==> src/rtl/lea_pkg.sv <==
// Package for the LEA block cipher: constants, types and round functions.
// Used by the front end, the engine, the top level and the testbench; depends on nothing.
`default_nettype none
package lea_pkg;

    localparam int MaxRounds = 32;
    localparam int RkAddrW   = $clog2(MaxRounds);
    localparam int RoundCntW = $clog2(MaxRounds + 1);
    localparam int QueueDepth = 2;

    typedef enum logic [2:0] {
        CFG_KEY_0_1 = 3'd0,
        CFG_KEY_2_3 = 3'd1,
        CFG_KEY_4_5 = 3'd2,
        CFG_KEY_6_7 = 3'd3,
        CFG_KEY_SIZE = 3'd4
    } cfg_index_t;

    typedef enum logic [1:0] {
        KEY_128 = 2'd0,
        KEY_192 = 2'd1,
        KEY_256 = 2'd2
    } key_size_t;

    typedef enum logic [1:0] {
        ENG_IDLE   = 2'd0,
        ENG_EXPAND = 2'd1,
        ENG_ROUNDS = 2'd2,
        ENG_DONE   = 2'd3
    } eng_state_t;

    typedef struct packed {
        logic        decrypt;
        logic        expand;
        logic [31:0] w0;
        logic [31:0] w1;
        logic [31:0] w2;
        logic [31:0] w3;
    } job_t;

    typedef logic [31:0] word_t;

    localparam word_t Delta [8] = '{
        32'hc3efe9db, 32'h44626b02, 32'h79e27c8a, 32'h78df30ec,
        32'h715ea49e, 32'hc785da0a, 32'he04ef22a, 32'he5c40957
    };

    function automatic word_t rotl(input word_t x, input logic [4:0] s);
        logic [63:0] d;
        d = {x, x} << s;
        return d[63:32];
    endfunction

    function automatic logic [RoundCntW-1:0] round_count(input logic [1:0] ks);
        logic [RoundCntW-1:0] nr;
        unique case (ks)
            KEY_128: nr = RoundCntW'(24);
            KEY_192: nr = RoundCntW'(28);
            default: nr = RoundCntW'(32);
        endcase
        return nr;
    endfunction

endpackage
`default_nettype wire

==> src/rtl/lea_front.sv <==
// Front end of the LEA block: takes requests, marks those needing key
// expansion and queues them for the engine. Depends on lea_pkg.
`default_nettype none
module lea_front (
    input  wire logic          clk,
    input  wire logic          rst_n,
    input  wire logic          in_valid,
    output logic               in_stall,
    input  wire logic          action,
    input  wire logic [31:0]   in_word_0,
    input  wire logic [31:0]   in_word_1,
    input  wire logic [31:0]   in_word_2,
    input  wire logic [31:0]   in_word_3,
    input  wire logic          cfg_write,
    output logic               job_valid,
    input  wire logic          job_take,
    output lea_pkg::job_t      job
);
    import lea_pkg::*;

    job_t        q_reg [QueueDepth];
    logic        wr_ptr_reg, wr_ptr_next;
    logic        rd_ptr_reg, rd_ptr_next;
    logic [1:0]  count_reg, count_next;
    logic        stale_reg, stale_next;
    logic        push;

    assign in_stall  = (count_reg == 2'(QueueDepth));
    assign push      = in_valid && !in_stall;
    assign job_valid = (count_reg != 2'd0);
    assign job       = q_reg[rd_ptr_reg];

    always_comb
    begin
        wr_ptr_next = wr_ptr_reg ^ push;
        rd_ptr_next = rd_ptr_reg ^ (job_take && job_valid);
        count_next  = count_reg + 2'(push) - 2'(job_take && job_valid);
        stale_next  = stale_reg;
        if (push)
        begin
            stale_next = 1'b0;
        end
        if (cfg_write)
        begin
            stale_next = 1'b1;
        end
    end

    always_ff @(posedge clk or negedge rst_n)
    begin
        if (!rst_n)
        begin
            wr_ptr_reg <= 1'b0;
            rd_ptr_reg <= 1'b0;
            count_reg  <= 2'd0;
            stale_reg  <= 1'b1;
        end
        else
        begin
            wr_ptr_reg <= wr_ptr_next;
            rd_ptr_reg <= rd_ptr_next;
            count_reg  <= count_next;
            stale_reg  <= stale_next;
        end
    end

    always_ff @(posedge clk)
    begin
        if (push)
        begin
            q_reg[wr_ptr_reg] <= '{decrypt: action, expand: stale_reg,
                                   w0: in_word_0, w1: in_word_1,
                                   w2: in_word_2, w3: in_word_3};
        end
    end

endmodule
`default_nettype wire

==> config.mk <==
export PLATFORM = sky130hd
export DESIGN_NAME = lea_front
export DESIGN_NICKNAME = d
export VERILOG_FILES = /design/src/rtl/lea_pkg.sv /design/src/rtl/lea_front.sv
export SDC_FILE = /design/constraint.sdc
export NUM_CORES = 1
export LEC_CHECK = 0
export ABC_AREA = 1
export BUFFER_PORTS_ARGS = -buffer_cell sky130_fd_sc_hd__buf_2
export CORE_ASPECT_RATIO = 2
export CORE_MARGIN = 8
export CORE_UTILIZATION = 47
export DETAILED_ROUTE_END_ITERATION = 7
export GPL_TIMING_DRIVEN = 0
export PLACE_DENSITY = 0.83
export SYNTH_ARGS = -nofsm -noshare
export SYNTH_HDL_FRONTEND = slang
export SYNTH_SLANG_ARGS = --single-unit
export TNS_END_PERCENT = 10
==> constraint.sdc <==
create_clock -name clk -period 3.95 [get_ports clk]
set_input_delay 0.395 -clock clk [delete_from_list [all_inputs] [get_ports clk]]
set_output_delay 0.395 -clock clk [all_outputs]
set_load 0.005 [all_outputs]
# == Word-level counts from Yosys, hierarchy flattened ==
# Memory sizes are Yosys's and may differ from the RTL's.
# Index checks and enable logic that the tools add are counted.
# W data, S select, Z words.
# word_totals
ff_bits,5
ram_bits,260
inputBits,134
output_inout_bits,132
memories,1
# mem_list
name,depth,word_bits,read_ports,rd_ports_with_merged_regs,wr,line_no,rtl
q_reg,2,130,1,0,1,lea_front.sv:21,job_t q_reg [QueueDepth];
# op_classes
addsub,2
eq_ne,1
n_mux,4
bitwise_logic,2
reduce_logical,5
# ops
operator,n
$mux W1,4
$reduce_bool A2 Y1,2
$add A2 B1 Y2,1
$eq A2 B2 Y1 const B,1
$logic_and A1 B1 Y1,2
$sub A2 B1 Y2,1
$xor A1 B1 Y1,2
$logic_not A1 Y1,1

# == Longest topological paths before layout ==
# Gate-level depths: netlist of the first run.
# depth
depth_word,5
ltp_mapped,10
ltp_nobuf,10

# == Worst setup path before layout of the first run ==
# No wires, ideal clock.
# synth_path
path_type,reg-to-reg
from,reg count_reg[1]
to,"mem q_reg[1][0] in the netlist's numbering, enable pin"
arrival_time_ns,3.643
setup_slack_ns,-0.199
path_stages_with_launch,5
path_cell_list,dfrtp_1 > nand2_1 > nand2_1 > inv_1 > ha_1
# synth_via
elab_chain_cells,5
# synth_rtl
element,line_no,rtl
from (decl),lea_front.sv:24,"logic [1:0] count_reg, count_next;"
from (signal assigned),lea_front.sv:62,count_reg <= count_next;
$eq A2 B2 Y1,lea_front.sv:28,assign in_stall = (count_reg == 2'(QueueDepth));
$logic_not A1 Y1,lea_front.sv:29,assign push = in_valid && !in_stall;
$logic_and A1 B1 Y1,lea_front.sv:29,
$mux W1,lea_front.sv:69,if (push)
$mux W1 (not written as such),lea_front.sv:71,"q_reg[wr_ptr_reg] <= '{decrypt: action, expand: stale_reg,"
to (decl),lea_front.sv:21,
# No other way between the ends.

# == Final worst setup path of the first run ==
# layout_path
from,reg count_reg[0]
to,"mem q_reg[1][75] in the netlist's numbering, enable pin"
# Same word-level chain as after synthesis.

==> results.tsv, run 1 <==
metric	value	unit
dpl cells	1250	
Crit Path Max Fanout	47	
routability cong.	0.751	
Final Core Density	60.1	%
IO Port Bufs	265	
Largest register FFs	260	
multi-input logic area	1600	µm²
Final Critical Period	2270	ps
CTS sink cnt	265	
drt pass-1 iters	5	
die area	25900	µm²
Post-Syn Instances	715	
H-tree Lvls	1	
Synth area leader	edfxtp_1	
peak supply drop	0.405	mV
clock-pin slew on the worst setup and hold paths	70	ps
max-cap violations	0	
worst hold path class	primary input to flip-flop	
Main synth FF type	edfxtp_1	
WP data required	4140	ps
EDFF count, synth	260	
Async SR Flop Fraction	1.89	%
CP Launch Type	flip-flop	
top post-synthesis cells by area	edfxtp_1, nand2_1, buf_6	
Post-route DRC	0	
vias in the first global route	6370	
Filler Cell Count	1597	
first-pass GRT wire length	33600	µm
number of core rows	74	
synthesized area per cell	13.7	µm²
hold path start	in_word_2[8]	
remaining antenna violation count	0	
Post-CTS Setup Inserts	0	
leakage power total	0.00534	µW
Final setup viols	0	
Max Freq	441	MHz
Worst-Skew Late Latency	510	ps
Critical Path AT	2460	ps
post-synth cell types	11	
critical setup path kind	flip-flop to flip-flop	
worst r2r src	count_reg[0]	
Cell Area, Synth	9770	µm²
RSZ-0062 raised after global routing	no	
final non-filler cell total	1297	
most frequent cells after synthesis	nand2_1, edfxtp_1, buf_2, inv_1, buf_6	
GRT Residual Overflow	0	
RR Endpoint	q_reg[1][75]	
Setup crit end kind	flip-flop	
Die Y	220	µm
Initial Utilization	47.9	%
Ports	266	
P&R area growth vs syn	25.4	%
final net count	1147	
clock root buffer	clkbuf_16	
DP HPWL	16600	µm
Horiz. Die Dim	118	µm
post-synthesis sequential area ratio	81.2	%
Seq cells post-synth	265	
Reg area	7930	µm²
total CTS buffers	22	
CP Launch Point	count_reg[0]	
clock skew	14.8	ps
final worst path period share	57.4	%
CORE AREA	20400	µm²
Synthesized Nets	853	
hold slack	70.5	ps
status	completed	
total routed wirelength	22900	µm
Yosys top cell area share	79.9	%
R2R setup slack	1680	ps
Vias/cell	4.75	
initial antenna violation count	10	
TritonCTS clock tree	built	
Slew HR	56.2	%
count of final max-slew check failures	0	
Total GRT Usage	16.8	%
count leader, synth	nand2_1	
capture point of the critical path	q_reg[1][75]	
Bufs on Longest Clock Path	3	
Via Count	6159	
largest net degree at the start of global routing	62	
R2R cell count	7	
pwr/cell area	728	nW/µm²
share of cells above drive strength 1	32.4	%
First DRT Iteration DRCs	277	
Least-Margin Pin Slew	656	ps
YS warnings	0	
Fin. Hold Viols	0	
Avg WL per Cell	17.6	µm
area by class of cell:
type / count / area share [%]
Antenna cell: 8 / 0.163
Buffer: 29 / 1.74
Clock buffer: 31 / 4.94
Clock inverter: 7 / 0.511
Inverter: 12 / 0.388
Multi-Input combinational cell: 409 / 13.0
Sequential cell: 265 / 64.8
Tap cell: 266 / 2.72
Timing Repair Buffer: 270 / 11.7
metal layers:
metal	vias to the layer above	wire [µm]	GRT usage (%)
met4	8	920	10.7
met5	-	46	0
met3	58	1430	4.36
li1	2998	-	-
met1	2859	7410	15.3
met2	236	13100	32.2
per-stage QoR:
| stage | setup TNS [ps] | area (µm²) | total power [µW] | setup WS, ps |
|---|---|---|---|---|
| after floorplan | -51660 | 9770 | 5600 | -199 |
| after global placement | -486740 | 11400 | 6970 | -1910 |
| after detailed placement | 0 | 11600 | 7010 | 1630 |
| after CTS | 0 | 12200 | 9050 | 1630 |
| after global routing | 0 | 12200 | 9440 | 1520 |
| final | 0 | 12300 | 8920 | 1680 |
worst min-delay path by stage:
| stage | endpoint | slack (ps) | depth (start not counted) |
|---|---|---|---|
| 2_1_floorplan | count_reg[0] | 100 | 0 |
| 3_3_place_gp | count_reg[0] | 220 | 1 |
| 3_5_place_dp | count_reg[1] | 220 | 1 |
| 4_1_cts | q_reg[1][48] | 40 | 1 |
| 5_1_grt | q_reg[1][78] | 50 | 1 |
| 6_report | q_reg[1][40] | 70 | 1 |
cell families after synthesis:
group                      Yosys count  share of synthesized area, %
and+or+nand+nor                    405                          15.6
buffers and inverters               41                          2.66
adders and majority gates            4                         0.512
DFF                                265                          81.2
placed cells by master, fill, tap and decap left out:
master         netlist  layout
buf_12               0       1
buf_2               17     282
bufinv_16            0       1
clkinv_4             0       1
clkbuf_1             0       8
diode_2              0       8
nand2_1            403     403
nand3_1              2       2
inv_4                1       1
ha_4                 0       2
clkinv_1             0       1
inv_1               11      11
clkbuf_16            0      23
dlygate4sd3_1        0       1
dfstp_2              1       1
buf_16               0       3
dfrtp_1              4       4
buf_6               10      10
clkinv_2             0       4
buf_4                2       2
ha_1                 4       2
edfxtp_1           260     260
power by group:
part           leakage (µW)  total (µW)  switching (µW)  internal [µW]
combinational       0.00254        2900            1810           1080
sequential          0.00248        3980             143           3840
clock              0.000328        2040             905           1140
critical path: stages (launching register included):
cell and delay (ps):
dfrtp_1 360, inv_1 60, nand2_1 80, nand2_1 100
inv_1 150, ha_4 580, buf_16 320, buf_16 280
timing repair:
item                      CTS  global route
hold buffers                1             0
hold endpoints to repair    5             0
gates resized for setup     0             0
No activity file was read; power rests on OpenSTA's default activity.
==> run 2: changes to the inputs <==
Settings changed: ABC_AREA 1 to 0, CORE_UTILIZATION 47 to 52, PLACE_DENSITY 0.83 to 0.86.
Clock period 3.95 ns to 2.3 ns, I/O delays scaled along.
==> results.tsv, run 2 <==
metric	value	unit	change
status	completed		
RSZ-0062 raised after global routing	no		
hold slack	64.3	ps	-6.15 ps
Synth area leader	edfxtp_1		
Via Count	5708		-7.3%
Least-Margin Pin Slew	338	ps	-319 ps
worst hold path class	primary input to asynchronous set/reset pin		
top post-synthesis cells by area	edfxtp_1, mux2_4, mux2_2		
drt pass-1 iters	4		-1
Crit-path slowest cell	dfrtp_1		
Final setup viols	0		unchanged
commonest cells after routing, fill and taps aside	buf_2, edfxtp_1, dlygate4sd3_1		
Initial Utilization	52.4	%	+4.4 points
Bufs on Longest Clock Path	3		unchanged
total routed wirelength	24600	µm	+7.3%
leakage power total	0.00554	µW	+3.8%
clock root buffer	clkbuf_16		
EDFF count, synth	260		unchanged
Main synth FF type	edfxtp_1		
count of final max-slew check failures	0		unchanged
final net count	991		-14%
Slew HR	77.5	%	+21 points
final worst path period share	91.9	%	+34 points
initial antenna violation count	2		-8
R2R cell count	6		-1
YS warnings	0		unchanged
clock skew	20.2	ps	+5.36 ps
Final Core Density	72.8	%	+13 points
Ports	266		unchanged
Pwr Total	16200	µW	+82%
Worst path depth	6		-1
Die Y	212	µm	-3.5%
first-pass GRT wire length	36400	µm	+8.3%
capture point of the critical path	q_reg[0][80]		
Fin. Hold Viols	0		unchanged
final non-filler cell total	1131		-13%
CP Launch Point	count_reg[1]		
Worst Path Buf+Inv	3		-1
Worst path max stage delay	410	ps	-170 ps
GRT Residual Overflow	0		unchanged
Cell Area, Synth	10000	µm²	+2.5%
H-tree Lvls	1		unchanged
Critical Path AT	2310	ps	-150 ps
R2R setup slack	190	ps	-1490 ps
DP HPWL	14400	µm	-13%
CP Launch Type	flip-flop		
P&R area growth vs syn	39.0	%	
Horiz. Die Dim	114	µm	-3.3%
worst r2r src	count_reg[1]		
count leader, synth	edfxtp_1		
Setup crit end kind	flip-flop		
Seq cells post-synth	265		unchanged
Max Freq	473	MHz	+7.3%
Async SR Flop Fraction	1.89	%	unchanged
remaining antenna violation count	0		unchanged
CTS sink cnt	265		unchanged
CORE AREA	19100	µm²	-6.2%
most common cell after layout, fill and taps aside	buf_2		
First DRT Iteration DRCs	311		+12%
Largest register FFs	260		unchanged
Avg WL per Cell	21.7	µm	+23%
most frequent cells after synthesis	edfxtp_1, mux2_4, mux2_2, buf_6		
die area	24200	µm²	-6.6%
pwr/cell area	1170	nW/µm²	+60%
IO Port Bufs	265		unchanged
clock-pin slew on the worst setup and hold paths	70	ps	about the same
critical setup path kind	flip-flop to flip-flop		
share of cells above drive strength 1	52.6	%	+20 points
dpl cells	954		-24%
CP delay by family, top	buffers and inverters		
Total GRT Usage	19.6	%	+2.8 points
Synthesized Nets	564		-34%
max-cap violations	0		unchanged
worst path cell trace	nor2b_1 -> nand2b_4 -> inv_2 -> ha_4 -> buf_16 -> buf_16		
Yosys top cell area share	78.0	%	-1.9 points
Worst path most repeated cell	buf_16		
routability cong.	0.726		-3.3%
Post-Syn Instances	426		-40%
Vias/cell	5.05		+6.3%
Final Critical Period	2110	ps	-155 ps
WP data required	2490	ps	-1650 ps
Crit Path Max Fanout	53		+13%
peak supply drop	1.17	mV	+190%
TritonCTS clock tree	built		
Worst-Skew Late Latency	510	ps	about the same
Post-route DRC	0		unchanged
number of core rows	72		-2.7%
post-synthesis sequential area ratio	79.3	%	-2.0 points
vias in the first global route	6315		-0.86%
RR Endpoint	q_reg[0][80]		
synthesized area per cell	23.5	µm²	+72%
post-synth cell types	17		+6
largest net degree at the start of global routing	54		-13%
total CTS buffers	23		+4.5%
[run 2: changes by cell type in the layout (fill, tap and decap cells not counted), moves of 5 or more]
cell	delta
nand2_1	-403
dlygate4sd3_1	+130
mux2_4	+90
mux2_2	+40
buf_2	-13
inv_1	-8
diode_2	-6
clkbuf_1	-5
[run 2: worst register-to-register path, cell delays in order (launching register included)]
cell and delay (ps):
dfrtp_1 410, nor2b_1 170, nand2b_4 160, inv_2 100, ha_4 330, buf_16 310
buf_16 300
[run 2: kinds of logic after synthesis]
kind of cell               count (synthesis)  synth area share, %
AOI/OAI and AO/OA                          1               0.0750
xor gates and xnor gates                   3                0.263
adders and majority gates                  4                0.500
buffers and inverters                     19                 1.63
DFF                                      265                 79.3
muxes                                    130                 18.0
and+or+nand+nor                            4                0.250
[run 2: worst min-delay path by stage]
stage                   endpoint
CTS                   rd_ptr_reg
detailed placement    wr_ptr_reg
global placement      wr_ptr_reg
finish                rd_ptr_reg
global route          rd_ptr_reg
floorplan           count_reg[0]
[run 2: what timing repair did]
| action | 4_1_cts | 5_1_grt |
|---|---|---|
| pin swaps | 1 | 0 |
| gates resized for setup | 2 | 0 |
| endpoints found under the hold margin | 264 | 0 |
| setup endpoints to repair | 98 | 49 |
| setup buffers | 1 | 1 |
| hold buffers | 131 | 0 |
[run 2: layout make-up]
cell class                      instances  area [µm²]
Timing Repair Buffer                  402        2780
Clock buffer                           26         587
Buffer                                 15         148
Fill cell                            1151        5190
Antenna cell                            2        5.00
Clock inverter                         16         174
Inverter                                4        15.0
Tap cell                              259         324
Multi-Input combinational cell        142        1940
Sequential cell                       265        7930
[run 2: power breakdown]
part	leakage [µW]	internal, µW	switching (µW)	total (µW)
combinational	0.00271	2870	2530	5410
sequential	0.00247	6590	300	6890
clock	0.000364	2200	1710	3910
total	0.00554	11700	4540	16200
[run 2: per-layer routing]
metal | share of wire [%] | global-route usage (%)
met1 | 38 | 22.6
met3 | 10 | 6.51
met2 | 50 | 34.2
met4 | 1.9 | 5.04
met5 | 0 | 0
[run 2: metrics by stage]
step / cell area (µm²) / setup slack [ps] / TNS, ps
after global routing: 13900 / 58.2 / 0
after global placement: 11700 / -1480 / -381940
after detailed placement: 11800 / -90.6 / -7090
final: 13900 / 187 / 0
after floorplan: 10000 / -610 / -158610
after CTS: 13900 / 22.2 / 0
